<file path="src/hw/rtl/psalu_pkg.sv">
// Shared types, operation codes and constants of the packed SIMD integer ALU.
`default_nettype none

package psalu_pkg;

  localparam int FUNC_W = 4;
  localparam int WORD_W = 32;

  // Operation codes carried in the func field.
  localparam logic [FUNC_W-1:0] FN_ABS     = 4'd0;
  localparam logic [FUNC_W-1:0] FN_ABS2    = 4'd1;
  localparam logic [FUNC_W-1:0] FN_ADD2    = 4'd2;
  localparam logic [FUNC_W-1:0] FN_ADD4    = 4'd3;
  localparam logic [FUNC_W-1:0] FN_ADDSUB  = 4'd4;
  localparam logic [FUNC_W-1:0] FN_ADDSUB2 = 4'd5;
  localparam logic [FUNC_W-1:0] FN_AVG2    = 4'd6;
  localparam logic [FUNC_W-1:0] FN_AVGU4   = 4'd7;
  localparam logic [FUNC_W-1:0] FN_CMPEQ2  = 4'd8;
  localparam logic [FUNC_W-1:0] FN_CMPEQ4  = 4'd9;
  localparam logic [FUNC_W-1:0] FN_CMPGT2  = 4'd10;
  localparam logic [FUNC_W-1:0] FN_CMPGTU4 = 4'd11;
  localparam logic [FUNC_W-1:0] FN_CMPLT2  = 4'd12;
  localparam logic [FUNC_W-1:0] FN_CMPLTU4 = 4'd13;
  localparam logic [FUNC_W-1:0] FN_SADD    = 4'd14;

  // Saturation limits.
  localparam logic [WORD_W-1:0] WORD_MIN = 32'h8000_0000;
  localparam logic [WORD_W-1:0] WORD_MAX = 32'h7fff_ffff;
  localparam logic [15:0]       HALF_MIN = 16'h8000;
  localparam logic [15:0]       HALF_MAX = 16'h7fff;

  typedef struct packed {
    logic [WORD_W-1:0] src2;
    logic [WORD_W-1:0] src1;
    logic [FUNC_W-1:0] func;
  } psalu_req_t;

  typedef struct packed {
    logic [WORD_W-1:0] result_high;
    logic [WORD_W-1:0] result_low;
  } psalu_res_t;

endpackage

`default_nettype wire

</file>
<file path="src/hw/rtl/psalu_core.sv">
// Combinational datapath of the packed SIMD integer ALU: word, halfword and byte lanes.
`default_nettype none

module psalu_core (
  input  psalu_pkg::psalu_req_t req,
  output psalu_pkg::psalu_res_t res
);
  import psalu_pkg::*;

  logic [31:0] a, b;
  logic [31:0] neg_a, sum32, dif32, abs_w, sat_w;
  logic        ovf;

  logic [31:0] h_sum, h_dif, h_abs, h_avg;
  logic [1:0]  h_eq, h_gt, h_lt;
  logic [31:0] b_sum, b_avg;
  logic [3:0]  b_eq, b_gt, b_lt;

  assign a = req.src1;
  assign b = req.src2;

  // Whole-word operations.
  assign neg_a = 32'd0 - a;
  assign sum32 = a + b;
  assign dif32 = a - b;
  assign abs_w = !a[31] ? a : ((a == WORD_MIN) ? WORD_MAX : neg_a);
  // Overflow when both operands share a sign and the sum does not.
  assign ovf   = ~(a[31] ^ b[31]) & (a[31] ^ sum32[31]);
  assign sat_w = ovf ? (a[31] ? WORD_MIN : WORD_MAX) : sum32;

  // Halfword lanes.
  always_comb begin
    logic [15:0] ha, hb;
    logic [16:0] hs;
    h_sum = '0;
    h_dif = '0;
    h_abs = '0;
    h_avg = '0;
    h_eq  = '0;
    h_gt  = '0;
    h_lt  = '0;
    for (int k = 0; k < 2; k++) begin
      ha = a[16*k +: 16];
      hb = b[16*k +: 16];
      h_sum[16*k +: 16] = ha + hb;
      h_dif[16*k +: 16] = ha - hb;
      h_abs[16*k +: 16] = !ha[15] ? ha : ((ha == HALF_MIN) ? HALF_MAX : 16'd0 - ha);
      // Sign-extended sum plus one, then an arithmetic halving keeps the floor.
      hs = {ha[15], ha} + {hb[15], hb} + 17'd1;
      h_avg[16*k +: 16] = hs[16:1];
      h_eq[k] = (ha == hb);
      h_gt[k] = ($signed(ha) > $signed(hb));
      h_lt[k] = ($signed(ha) < $signed(hb));
    end
  end

  // Byte lanes, all unsigned.
  always_comb begin
    logic [7:0] ba, bb;
    logic [8:0] bs;
    b_sum = '0;
    b_avg = '0;
    b_eq  = '0;
    b_gt  = '0;
    b_lt  = '0;
    for (int k = 0; k < 4; k++) begin
      ba = a[8*k +: 8];
      bb = b[8*k +: 8];
      b_sum[8*k +: 8] = ba + bb;
      bs = {1'b0, ba} + {1'b0, bb} + 9'd1;
      b_avg[8*k +: 8] = bs[8:1];
      b_eq[k] = (ba == bb);
      b_gt[k] = (ba > bb);
      b_lt[k] = (ba < bb);
    end
  end

  always_comb begin
    res = '0;
    case (req.func)
      FN_ABS:     res.result_low = abs_w;
      FN_ABS2:    res.result_low = h_abs;
      FN_ADD2:    res.result_low = h_sum;
      FN_ADD4:    res.result_low = b_sum;
      FN_ADDSUB: begin
        res.result_high = sum32;
        res.result_low  = dif32;
      end
      FN_ADDSUB2: begin
        res.result_high = h_sum;
        res.result_low  = h_dif;
      end
      FN_AVG2:    res.result_low = h_avg;
      FN_AVGU4:   res.result_low = b_avg;
      FN_CMPEQ2:  res.result_low = {30'd0, h_eq};
      FN_CMPEQ4:  res.result_low = {28'd0, b_eq};
      FN_CMPGT2:  res.result_low = {30'd0, h_gt};
      FN_CMPGTU4: res.result_low = {28'd0, b_gt};
      FN_CMPLT2:  res.result_low = {30'd0, h_lt};
      FN_CMPLTU4: res.result_low = {28'd0, b_lt};
      FN_SADD:    res.result_low = sat_w;
      default:    res = '0;
    endcase
  end

endmodule

`default_nettype wire

</file>
<file path="src/hw/rtl/packed_simd_integer_alu.sv">
// Top level of the packed SIMD integer ALU: input register, datapath and result register.
// A request passes through the input register and then the result register before its
// result is presented on the output channel. Throughput: one request per cycle while
// the output side does not stall; the single datapath sits between the two registers,
// and a stall holds the result register and a full input register in place.
// Reset clears the valid flags of both registers; the payload registers keep no reset.
`default_nettype none

module packed_simd_integer_alu (
  input  wire logic        clk,
  input  wire logic        rst_n,
  // Input channel.
  input  wire logic        in_tvalid,
  output logic             in_tready,
  input  wire logic [71:0] in_tdata,   // func [3:0], src1 [35:4], src2 [67:36], zero [71:68]
  // Result channel.
  output logic             out_tvalid,
  input  wire logic        out_tready,
  output logic [63:0]      out_tdata   // result_low [31:0], result_high [63:32]
);
  import psalu_pkg::*;

  // Input register stage.
  logic       s1_valid_r, s1_valid_nxt;
  psalu_req_t req_r;
  logic       in_fire;
  logic       s1_adv;

  // Result register stage.
  logic       out_valid_r, out_valid_nxt;
  psalu_res_t res;
  psalu_res_t res_r;

  // The input stage moves forward whenever the result register is empty or is
  // being drained in this cycle. The input side may take a new request while the
  // input stage is empty or moving on, so a full pipeline streams every cycle while the output is ready.
  assign s1_adv    = s1_valid_r && (!out_valid_r || out_tready);
  assign in_tready = !s1_valid_r || !out_valid_r || out_tready;
  assign in_fire   = in_tvalid && in_tready;

  always_comb begin
    s1_valid_nxt = s1_valid_r;
    if (in_fire) begin
      s1_valid_nxt = 1'b1;
    end else if (s1_adv) begin
      s1_valid_nxt = 1'b0;
    end
  end

  always_comb begin
    out_valid_nxt = out_valid_r;
    if (s1_adv) begin
      out_valid_nxt = 1'b1;
    end else if (out_tready) begin
      out_valid_nxt = 1'b0;
    end
  end

  always_ff @(posedge clk) begin
    if (!rst_n) begin
      s1_valid_r  <= 1'b0;
      out_valid_r <= 1'b0;
    end else begin
      s1_valid_r  <= s1_valid_nxt;
      out_valid_r <= out_valid_nxt;
    end
  end

  // Payload registers load only on their own handshake events.
  always_ff @(posedge clk) begin
    if (in_fire) begin
      req_r.func <= in_tdata[3:0];
      req_r.src1 <= in_tdata[35:4];
      req_r.src2 <= in_tdata[67:36];
    end
    if (s1_adv) begin
      res_r <= res;
    end
  end

  // All the arithmetic sits between the two registers.
  psalu_core u_core (
    .req (req_r),
    .res (res)
  );

  assign out_tvalid = out_valid_r;
  assign out_tdata  = {res_r.result_high, res_r.result_low};

  // Only the two add/subtract forms may produce a nonzero high word.
  a_high_only_addsub: assert property (@(posedge clk) disable iff (!rst_n)
    (s1_valid_r && (res.result_high != 32'd0)) |->
      (req_r.func == FN_ADDSUB || req_r.func == FN_ADDSUB2))
    else $error("high result word set by an operation other than addsub");

  // Halfword compare masks carry two lane bits only.
  a_cmp2_mask: assert property (@(posedge clk) disable iff (!rst_n)
    (s1_valid_r && (req_r.func == FN_CMPEQ2 || req_r.func == FN_CMPGT2 ||
                    req_r.func == FN_CMPLT2)) |-> (res.result_low[31:2] == 30'd0))
    else $error("halfword compare mask has bits above lane count");

  // Byte compare masks carry four lane bits only.
  a_cmp4_mask: assert property (@(posedge clk) disable iff (!rst_n)
    (s1_valid_r && (req_r.func == FN_CMPEQ4 || req_r.func == FN_CMPGTU4 ||
                    req_r.func == FN_CMPLTU4)) |-> (res.result_low[31:4] == 28'd0))
    else $error("byte compare mask has bits above lane count");

  // An accepted request always lands in the input stage.
  a_accept_lands: assert property (@(posedge clk) disable iff (!rst_n)
    in_fire |=> s1_valid_r)
    else $error("accepted request lost at the input stage");

  // A request that leaves the input stage is shown on the output next cycle.
  a_advance_shows: assert property (@(posedge clk) disable iff (!rst_n)
    s1_adv |=> (out_tvalid && res_r == $past(res)))
    else $error("advancing request not captured in the result register");

endmodule

`default_nettype wire

</file>
<file path="config.mk">
export PLATFORM = sky130hd
export DESIGN_NAME = packed_simd_integer_alu
export DESIGN_NICKNAME = d
export VERILOG_FILES = /design/src/hw/rtl/psalu_pkg.sv /design/src/hw/rtl/psalu_core.sv /design/src/hw/rtl/packed_simd_integer_alu.sv
export SDC_FILE = /design/constraint.sdc
export NUM_CORES = 1
export LEC_CHECK = 0
export CAP_MARGIN = 20
export CORE_ASPECT_RATIO = 1.5
export CORE_MARGIN = 2
export CORE_UTILIZATION = 55
export CTS_BUF_LIST = sky130_fd_sc_hd__clkbuf_2
export DETAILED_ROUTE_END_ITERATION = 10
export DONT_BUFFER_PORTS = 1
export PLACE_DENSITY_LB_ADDON = 0.1
export SLEW_MARGIN = 5
export SYNTH_ARGS = -nofsm -noshare
export SYNTH_HDL_FRONTEND = slang
export SYNTH_SLANG_ARGS = --single-unit
export TNS_END_PERCENT = 1
</file>
<file path="constraint.sdc">
create_clock -name clk -period 3.7 [get_ports clk]
set_clock_uncertainty 0.2 [all_clocks]
set_input_delay 0.37 -clock clk [delete_from_list [all_inputs] [get_ports clk]]
set_output_delay 0.37 -clock clk [all_outputs]
set_load 0.02 [all_outputs]
</file>
==> reports/qor.yml, run 1 <==
clock_network:
  clk_path_buf_depth: 2
  clock_sinks: 134
  numCtsBuffers: 17
  htree_levels: 4
  cts-root-buf: "clkbuf_2"
run_status:
  stop_stage: "5_1_grt"
  error_line: "[ERROR GRT-0116] Global routing finished with congestion. Check the congestion regions in the DRC Viewer."
  status: "did not finish"
floorplanning:
  start_util: 0.559
  die_w_um: 129
  die_h_um: 192
  io_pins: 142
  row_count: 68
synth:
  postSynthCellCount: 1555
  seq_area_frac_synth: 0.310
  ys_warn_count: 0
  synth-compound-area-share: 0.301
  synthFlopType: "edfxtp_1"
  synth_nets: 1714
  async_flop_share: 0
  synthMuxAreaShare: 0.00310
  synth_top_family_by_area: "compound AO/OA/AOI/OAI gates"
  synth.distinct_cells: 79
  synth_edf_count: 132
  synth-adder-area-share: 0.0863
  ys_ff_latch: 134
  syn_avg_cell_area_um2: 8.29
  synth_area_um2: 12900
  yosys.area_share.simple: 0.168
  synth_xor_area_frac: 0.0788
global_routing:
  grt_pass1_vias: 17192
  grt_pass1_wl_mm: 113
  grt_overflow: 5
  grt_max_degree: 69
  grt_usage: 0.626
place:
  gp_congestion: 1.11
  port_buffers: 0
  place_hpwl_mm: 48.4
[through the flow]
| step | cells | hold WS [ns] | TNS, ns | setup WS (ns) | instance area (µm²) |
|---|---|---|---|---|---|
| after CTS | 2260 | 0.00619 | -0.577 | -0.106 | 17000 |
| after detailed placement | 2089 | 0.269 | -1.40 | -0.217 | 15300 |
| after global placement | 2089 | 0.269 | -0.548 | -0.183 | 15300 |
| after floorplan | 1555 | 0.269 | -1.10 | -0.164 | 12900 |
[synthesized netlist by cell type (all sizes together) (5+ instances only)]
master,count,area (µm²)
o31ai,17,128
o21bai,24,180
a22oi,7,52.6
nor2b,20,125
a221oi,16,140
o221ai,14,123
o21ai,120,604
a31oi,22,138
and2,11,68.8
nor2,132,495
o31a,14,123
o2111ai,6,52.6
or3,19,119
a221o,7,70.1
clkbuf,79,297
edfxtp,132,3960
buf,18,85.1
o21a,18,135
nand4,16,100
nand2,101,382
nand3,32,160
xnor2,100,876
a21oi,176,881
ha,73,913
and3,8,50.1
nor4,12,75.1
nor3,39,200
xor2,16,140
or4,14,113
o22a,6,52.6
o22ai,21,131
a21o,22,165
o311ai,5,43.8
inv,71,267
a311oi,14,123
or2,11,68.8
o211ai,20,150
a211o,6,52.6
clkinv,8,30.0
a21boi,9,67.6
a211oi,20,150
fa,10,200
nand2b,16,100
[timing repair]
item,CTS
setup buffers,1
hold buffers,138
hold endpoints to repair,72
gates resized for setup,7
setup endpoints to repair,24
pin swaps,2
[per-layer routing]
layer  overflow  GRT usage
met3          0      0.359
met5          0     0.0714
met1          0      0.602
met2          2      0.881
met4          3      0.670
[kinds of logic after synthesis]
family	Yosys count
buffers and inverters	176
XOR/XNOR	116
AO/OA/AOI/OAI	598
adder cells (fa/ha/maj)	83
multiplexers	4
AND/OR/NAND/NOR	444
flip-flops	134
==> run 2, diff against run 1 <==
--- a/config.mk
+++ b/config.mk
@@ -6,13 +6,11 @@
 export NUM_CORES = 1
 export LEC_CHECK = 0
 export CAP_MARGIN = 20
-export CORE_ASPECT_RATIO = 1.5
 export CORE_MARGIN = 2
-export CORE_UTILIZATION = 55
-export CTS_BUF_LIST = sky130_fd_sc_hd__clkbuf_2
+export CORE_UTILIZATION = 40
 export DETAILED_ROUTE_END_ITERATION = 10
 export DONT_BUFFER_PORTS = 1
-export PLACE_DENSITY_LB_ADDON = 0.1
+export PLACE_DENSITY_LB_ADDON = 0.15
 export SLEW_MARGIN = 5
 export SYNTH_ARGS = -nofsm -noshare
 export SYNTH_HDL_FRONTEND = slang
==> constraint.sdc (replaced) <==
create_clock -name clk -period 4.81 [get_ports clk]
set_clock_uncertainty 0.2 [all_clocks]
set_input_delay 0.481 -clock clk [delete_from_list [all_inputs] [get_ports clk]]
set_output_delay 0.481 -clock clk [all_outputs]
set_load 0.02 [all_outputs]
==> run 2 against run 1 <==
Against the previous run: the run now ends clean; synthesized area did not move; synthesized cell count did not move.
==> reports/qor.yml, run 2 <==
synth:
  postSynthCellCount: 1555  # unchanged
  synth_largest_type_area_fraction: 0.307  # unchanged
  ys_ff_latch: 134  # unchanged
  synth.most_common_cell: "a21oi_1"  # unchanged
  synth_area_leader_cell: "edfxtp_1"  # unchanged
  yosys.area_share.simple: 0.168  # unchanged
  yosys-top-cells-area: "edfxtp_1, ha_1, a21oi_1, xnor2_1, o21ai_0"  # unchanged
  synthFlopType: "edfxtp_1"  # unchanged
  synth.distinct_cells: 79  # unchanged
  ys_warn_count: 0  # unchanged
  syn_avg_cell_area_um2: 8.29  # unchanged
  synth_nets: 1714  # unchanged
  seq_area_frac_synth: 0.310  # unchanged
  synth-compound-area-share: 0.301  # unchanged
  synth_xor_area_frac: 0.0788  # unchanged
  synth-adder-area-share: 0.0863  # unchanged
  synth_common_cells: "a21oi_1, edfxtp_1, nor2_1"  # unchanged
  synthMuxAreaShare: 0.00310  # unchanged
  async_flop_share: 0  # unchanged
  synth_edf_count: 132  # unchanged
  synth_top_family_by_area: "compound AO/OA/AOI/OAI gates"  # unchanged
  synth_area_um2: 12900  # unchanged
timing:
  rsz0062_at_grt: "no"
  max_clock_freq_mhz: 216
  setup_tns_ns: 0
  finalWorstSetupSlack_ns: 0.172
  finalHoldViolCount: 0
  relSlewSlack: 0.209
  slew_violations: 0
  worst_pin_slew_ns: 1.18
  min_period_over_period: 0.964
  setup_viol: 0
  min_period_ns: 4.64
min_path:
  min-delay-path-class: "input port to flip-flop"
critical_path:
  critPathBufInv: 1
  endpoint_kind: "flip-flop"
  slowest_delay_ns: 0.70
  arrival_ns: 4.63
  crit_slowest_cell: "o311ai_1"
  critPathMaxFanout: 15
  worstPathRequired_ns: 4.80
  crit_top_cell: "a21oi_1"
  cp_cell_sequence: "ha_1 > nor2b_1 > o311ai_1 > nand3_1 > a211o_1 > a21oi_1 > a21oi_1 > o21ai_1 > buf_12 > a21oi_1 > or4_1"
  crit_type: "flip-flop to flip-flop"
  critical_path.startpoint_type: "flip-flop"
  crit_family: "compound AO/OA/AOI/OAI gates"
cells_and_area:
  drive_above_1_share: 0.0889
  nets: 1788
  final_cell_mix: "a21oi_1, edfxtp_1, nor2_1, o21ai_0"
  num-fill-cells: 3092
  final_common_cell: "a21oi_1"
  multi_input_comb_area_um2: 8250
  area_delta_synth_final_pct: 16.1
  largest_reg_flops: 68
  top_register: "req_r"
  final_core_util: 0.473
  regArea_um2: 4000
global_routing:
  grt_pass1_wl_mm: 81.2
  grt_pass1_vias: 12200
  grt_antenna_before_repair: 0
  grt_max_degree: 65
  grt_usage: 0.328
  grt_overflow: 0
floorplanning:
  coreArea_um2: 31600
  io_pins: 142  # unchanged
  row_count: 65  # was 68
  die_h_um: 184  # was 192 µm
  start_util: 0.408  # was 0.559
  die_w_um: 184  # was 129 µm
  die_area_um2: 33700
place:
  gp_congestion: 0.993  # was 1.11
  place_hpwl_mm: 43.0  # was 48.4 mm
  place_ws_ns: 0.225  # was -0.217 ns
  port_buffers: 0  # unchanged
power_and_ir_drop:
  power.total_mw: 4.31
  p_leak_nw: 5.45
  ir_worst_vdd_uv: 300
  pwr_density_cell_nw_per_um2: 288
route:
  wirelength_mm: 55.6
  drc: 0
  wire_per_inst_um: 27.2
  final_antenna_net_count: 0
  drt-initial-drc-count: 1905
  viasPerCell: 6.52
  drt_first_pass_iters: 5
  vias: 13341
clock_network:
  post-cts-setup-buffers: 0  # was 1
  cts_tree: "yes"
  clk_latency_ns: 0.46
  clk_path_buf_depth: 2  # unchanged
  htree_levels: 4  # unchanged
  cts-root-buf: "clkbuf_16"  # was clkbuf_2
  clock_sinks: 134  # unchanged
  clk_pin_slew_ns: 0.07
  numCtsBuffers: 17  # unchanged
run:
  cap_violations: 0
run_status:
  status: "finished, final reports clean"  # was did not finish
-- run 2: final cells by class --
class | instances | share of cell area
inverters | 79 | 0.0198
clock inverters | 15 | 0.0106
diodes | 1 | 0.000167
repair buffers | 152 | 0.0887
clock buffers | 17 | 0.0284
multi-input cells | 1245 | 0.551
flip-flops and latches | 134 | 0.267
well taps | 402 | 0.0336
-- run 2: kinds of logic (layout without fill, tap and decap cells) --
kind of cell             Yosys count  after routing
AO/OA/AOI/OAI                    598            598
multiplexers                       4              4
buffers and inverters            176            263
other                              0              1
AND/OR/NAND/NOR                  444            444
XOR/XNOR                         116            116
flip-flops                       134            134
adder cells (fa/ha/maj)           83             83
-- run 2: repair_timing --
action / in CTS / in global routing
endpoints found under the setup margin: 0 / 1
hold endpoints to repair: 70 / 0
gates resized for setup: 0 / 1
hold buffers: 70 / 0
-- run 2: worst paths after layout --
kind              startpoint            end  slack, ns  depth (start not counted)
setup / recovery    req_r[4]  out_tdata[11]       0.17                         11
hold / removal    out_tready     out_tvalid       0.12                          2
setup reg to reg    req_r[4]  out_tdata[11]       0.17                         11
hold reg to reg   s1_valid_r     out_tvalid       0.33                          1
-- run 2: report_power, final --
group	switching (mW)	internal, mW	total (mW)
combinational	0.955	0.534	1.49
sequential	0.115	1.39	1.50
clock	0.583	0.733	1.32
-- run 2: per-layer routing --
metal  part of all wire  global-route usage  wire length [µm]
met1               0.47               0.516             25900
met2               0.38               0.419             20900
met3               0.14              0.0973              7520
met4              0.022              0.0976              1240
met5                  0                   0                 0
-- run 2: per-stage QoR --
step                      instances  cell area (µm²)  hold slack, ns
after global placement         1942            13700           0.307
final                          2045            15000           0.120
after floorplan                1555            12900           0.277
after detailed placement       1942            13700           0.309
after global routing           2044            15000           0.125
after CTS                      2044            15000           0.102
-- run 2: worst register-to-register path: stages (launching register included) --
cell and delay [ns]:
edfxtp_1 0.57, ha_1 0.33, nor2b_1 0.16, o311ai_1 0.70, nand3_1 0.24, a211o_1 0.37, a21oi_1 0.41, a21oi_1 0.28
o21ai_1 0.33, buf_12 0.19, a21oi_1 0.06, or4_1 0.55
Note: power is estimated with default switching activity, not from simulation.
==> run 3, diff against run 2 <==
--- a/config.mk
+++ b/config.mk
@@ -6,13 +6,13 @@
 export NUM_CORES = 1
 export LEC_CHECK = 0
 export CAP_MARGIN = 20
-export CORE_MARGIN = 2
-export CORE_UTILIZATION = 40
+export CORE_UTILIZATION = 50
 export DETAILED_ROUTE_END_ITERATION = 10
 export DONT_BUFFER_PORTS = 1
 export PLACE_DENSITY_LB_ADDON = 0.15
 export SLEW_MARGIN = 5
 export SYNTH_ARGS = -nofsm -noshare
 export SYNTH_HDL_FRONTEND = slang
+export SYNTH_HIERARCHICAL = 1
 export SYNTH_SLANG_ARGS = --single-unit
 export TNS_END_PERCENT = 1
==> run 3 against run 2 <==
Against the previous run: first-iteration DRC count increased by 21%; clock power grew 12%; hold slack worse by 0.079 ns; final area grew 1.5%; critical path depth is 1 higher; utilization up 11 points; register-to-register slack gained 0.30 ns; total power up 5.5%; sequential cell count unchanged; cell count decreased by 1.7%; largest cell class unchanged.
==> reports/qor.yml, run 3 <==
floorplanning:
  die_h_um: 165  # was 184 µm
  die_w_um: 165  # was 184 µm
  coreArea_um2: 26100  # was 31600 µm²
  io_pins: 142  # unchanged
  row_count: 59  # was 65
  die_area_um2: 27200  # was 33700 µm²
  start_util: 0.510  # was 0.408
global_routing:
  grt_pass1_vias: 12261  # was 12200
  grt_pass1_wl_mm: 78.8  # was 81.2 mm
  use_met2: 0.527  # was 0.419
  grt_use_met3: 0.131  # was 0.0973
  grt_overflow: 0  # unchanged
  grt_max_degree: 65  # unchanged
  grt_antenna_before_repair: 0  # unchanged
  grt_usage: 0.400  # was 0.328
  globalRouteMet1Util: 0.602  # was 0.516
  grt_busiest_layer: "met1"  # unchanged
cells_and_area:
  nets: 1821  # was 1788
  num-fill-cells: 2384  # was 3092
  top_register: "req_r"  # unchanged
  diodes: 0  # was 1
  drive_above_1_share: 0.0854  # was 0.0889
  fin_area_um2: 15200  # was 15000 µm²
  multi_input_comb_area_um2: 8590  # was 8250 µm²
  area_delta_synth_final_pct: 14.4  # was 16.1%
  largest_reg_flops: 68  # unchanged
  final_cell_mix: "nor2_1, a21oi_1, edfxtp_1, o21ai_0, xnor2_1"  # was a21oi_1, edfxtp_1, nor2_1, o21ai_0
  regArea_um2: 4000  # unchanged
  final_core_util: 0.583  # was 0.473
  final_common_cell: "nor2_1"  # was a21oi_1
route:
  final_antenna_net_count: 0  # unchanged
  wire_per_inst_um: 27.0  # was 27.2 µm
  vias: 13768  # was 13341
  drt_first_pass_iters: 6  # was 5
  wirelength_mm: 54.3  # was 55.6 mm
  drc: 0  # unchanged
  drt-initial-drc-count: 2313  # was 1905
  viasPerCell: 6.85  # was 6.52
synth:
  ys_ff_latch: 134  # unchanged
  synth_edf_count: 132  # unchanged
  synth.distinct_cells: 96  # was 79
  synth_common_cells: "nor2_1, a21oi_1, edfxtp_1, o21ai_0, xnor2_1"  # was a21oi_1, edfxtp_1, nor2_1
  yosys.area_share.simple: 0.178  # was 0.168
  ys_warn_count: 6  # was 0
  seq_area_frac_synth: 0.302  # was 0.310
  synth.most_common_cell: "nor2_1"  # was a21oi_1
  synth-compound-area-share: 0.298  # was 0.301
  synth_xor_area_frac: 0.0778  # was 0.0788
  async_flop_share: 0  # unchanged
  postSynthCellCount: 1601  # was 1555
  yosys-top-cells-area: "edfxtp_1, ha_1, xnor2_1, a21oi_1, o21ai_0"  # was edfxtp_1, ha_1, a21oi_1, xnor2_1, o21ai_0
  synthMuxAreaShare: 0.00612  # was 0.00310
  synthFlopType: "edfxtp_1"  # unchanged
  synth-adder-area-share: 0.0839  # was 0.0863
  synth_largest_type_area_fraction: 0.299  # was 0.307
  synth_nets: 1760  # was 1714
  syn_avg_cell_area_um2: 8.29  # about the same
  synth_top_family_by_area: "compound AO/OA/AOI/OAI gates"  # unchanged
  synth_area_leader_cell: "edfxtp_1"  # unchanged
  synth_area_um2: 13300  # was 12900 µm²
timing:
  setup_tns_ns: 0  # unchanged
  min_period_over_period: 0.901  # was 0.964
  finalWorstSetupSlack_ns: 0.476  # was 0.172 ns
  relSlewSlack: 0.166  # was 0.209
  setup_viol: 0  # unchanged
  worst_pin_slew_ns: 1.24  # was 1.18 ns
  min_period_ns: 4.33  # was 4.64 ns
  max_clock_freq_mhz: 231  # was 216 MHz
  rsz0062_at_grt: "no"  # unchanged
  slew_violations: 0  # unchanged
  finalHoldViolCount: 0  # unchanged
critical_path:
  critical_path.startpoint_type: "flip-flop"  # unchanged
  critPathLaunch: "req_r[20]"  # was req_r[4]
  arrival_ns: 4.31  # was 4.63 ns
  crit_type: "flip-flop to flip-flop"  # unchanged
  slowest_delay_ns: 0.58  # was 0.70 ns
  endpoint_kind: "flip-flop"  # unchanged
  crit_slowest_cell: "a22oi_1"  # was o311ai_1
  worstPathRequired_ns: 4.78  # was 4.80 ns
  cp_cell_sequence: "inv_1 > ha_1 > inv_1 > fa_1 > a21o_1 > a21oi_1 > o31ai_1 > a221o_1 > a22oi_1 > nand3_1 > a21oi_1 > nand2_1"  # was ha_1 > nor2b_1 > o311ai_1 > nand3_1 > a211o_1 > a21oi_1 > a21oi_1 > o21ai_1 > buf_12 > a21oi_1 > or4_1
  timing.rr.start: "req_r[20]"  # was req_r[4]
  critPathMaxFanout: 8  # was 15
clock_network:
  cts-root-buf: "clkbuf_16"  # unchanged
  numCtsBuffers: 17  # unchanged
  htree_levels: 4  # unchanged
  clock_sinks: 134  # unchanged
  post-cts-setup-buffers: 0  # unchanged
  clk_path_buf_depth: 2  # unchanged
  clk_latency_ns: 0.44  # was 0.46 ns
  clk_pin_slew_ns: 0.08  # was 0.07 ns
  cts_tree: "yes"  # unchanged
place:
  place_hpwl_mm: 41.3  # was 43.0 mm
  place_ws_ns: 0.680  # was 0.225 ns
  port_buffers: 0  # unchanged
  gp_congestion: 1.01  # was 0.993
  dpl_cell_area_um2: 13900  # was 13700 µm²
min_path:
  min-delay-path-class: "input port to flip-flop"  # unchanged
  hold_start: "in_tvalid"  # was out_tready
power_and_ir_drop:
  power.total_mw: 4.54  # was 4.31 mW
  pwr_density_cell_nw_per_um2: 299  # was 288 nW/µm²
  ir_worst_vdd_uv: 202  # was 300 µV
  p_leak_nw: 5.58  # was 5.45 nW
run_status:
  status: "finished, final reports clean"  # unchanged
run:
  cap_violations: 0  # unchanged
[run 3: worst max-delay path: cells and delay by family (launching register included)]
family / cells / cell delay (ns)
buffers and inverters: 2 / 0.23
DFF: 1 / 0.51
and+or+nand+nor: 2 / 0.46
AOI/OAI and AO/OA: 6 / 2.06
adders and majority gates: 2 / 0.62
[run 3: layout make-up]
| type | instances | area share |
|---|---|---|
| repair buffers | 137 | 0.0799 |
| multi-input cells | 1283 | 0.566 |
| well taps | 335 | 0.0276 |
| inverters | 89 | 0.0221 |
| flip-flops and latches | 134 | 0.263 |
| clock inverters | 15 | 0.0134 |
| clock buffers | 17 | 0.0280 |
[run 3: per-stage QoR]
stage	instances	hold slack, ns
2_1_floorplan	1601	0.332
3_3_place_gp	1909	0.380
3_5_place_dp	1909	0.380
4_1_cts	2010	0.0441
5_1_grt	2010	0.0555
6_report	2010	0.0410
[run 3: metal layers]
metal / routed length (µm) / vias to the layer above
li1: - / 6114
met1: 24300 / 6558
met2: 20800 / 989
met3: 7860 / 107
met4: 1410 / 0
met5: 0 / -
[run 3: path summary, 6_finish.rpt]
kind	slack, ns	cells after the start	to
setup / recovery	0.48	12	out_tdata[22]
hold / removal	0.04	2	s1_valid_r
setup reg to reg	0.48	12	out_tdata[22]
hold reg to reg	0.43	1	out_tvalid
[run 3: power breakdown]
| group | internal [mW] | total, mW | switching, mW |
|---|---|---|---|
| registers | 1.38 | 1.50 | 0.119 |
| clock network | 0.844 | 1.48 | 0.638 |
| logic | 0.556 | 1.56 | 1.00 |
[run 3: repair_timing]
| item | 4_1_cts | 5_1_grt |
|---|---|---|
| endpoints found under the hold margin | 70 | 0 |
| gates resized for setup | 0 | 0 |
| hold buffers | 69 | 0 |
[run 3: kinds of logic after synthesis]
family                   Yosys count
flip-flops                       134
XOR/XNOR                         118
AND/OR/NAND/NOR                  481
multiplexers                       8
AO/OA/AOI/OAI                    593
adder cells (fa/ha/maj)           83
buffers and inverters            184
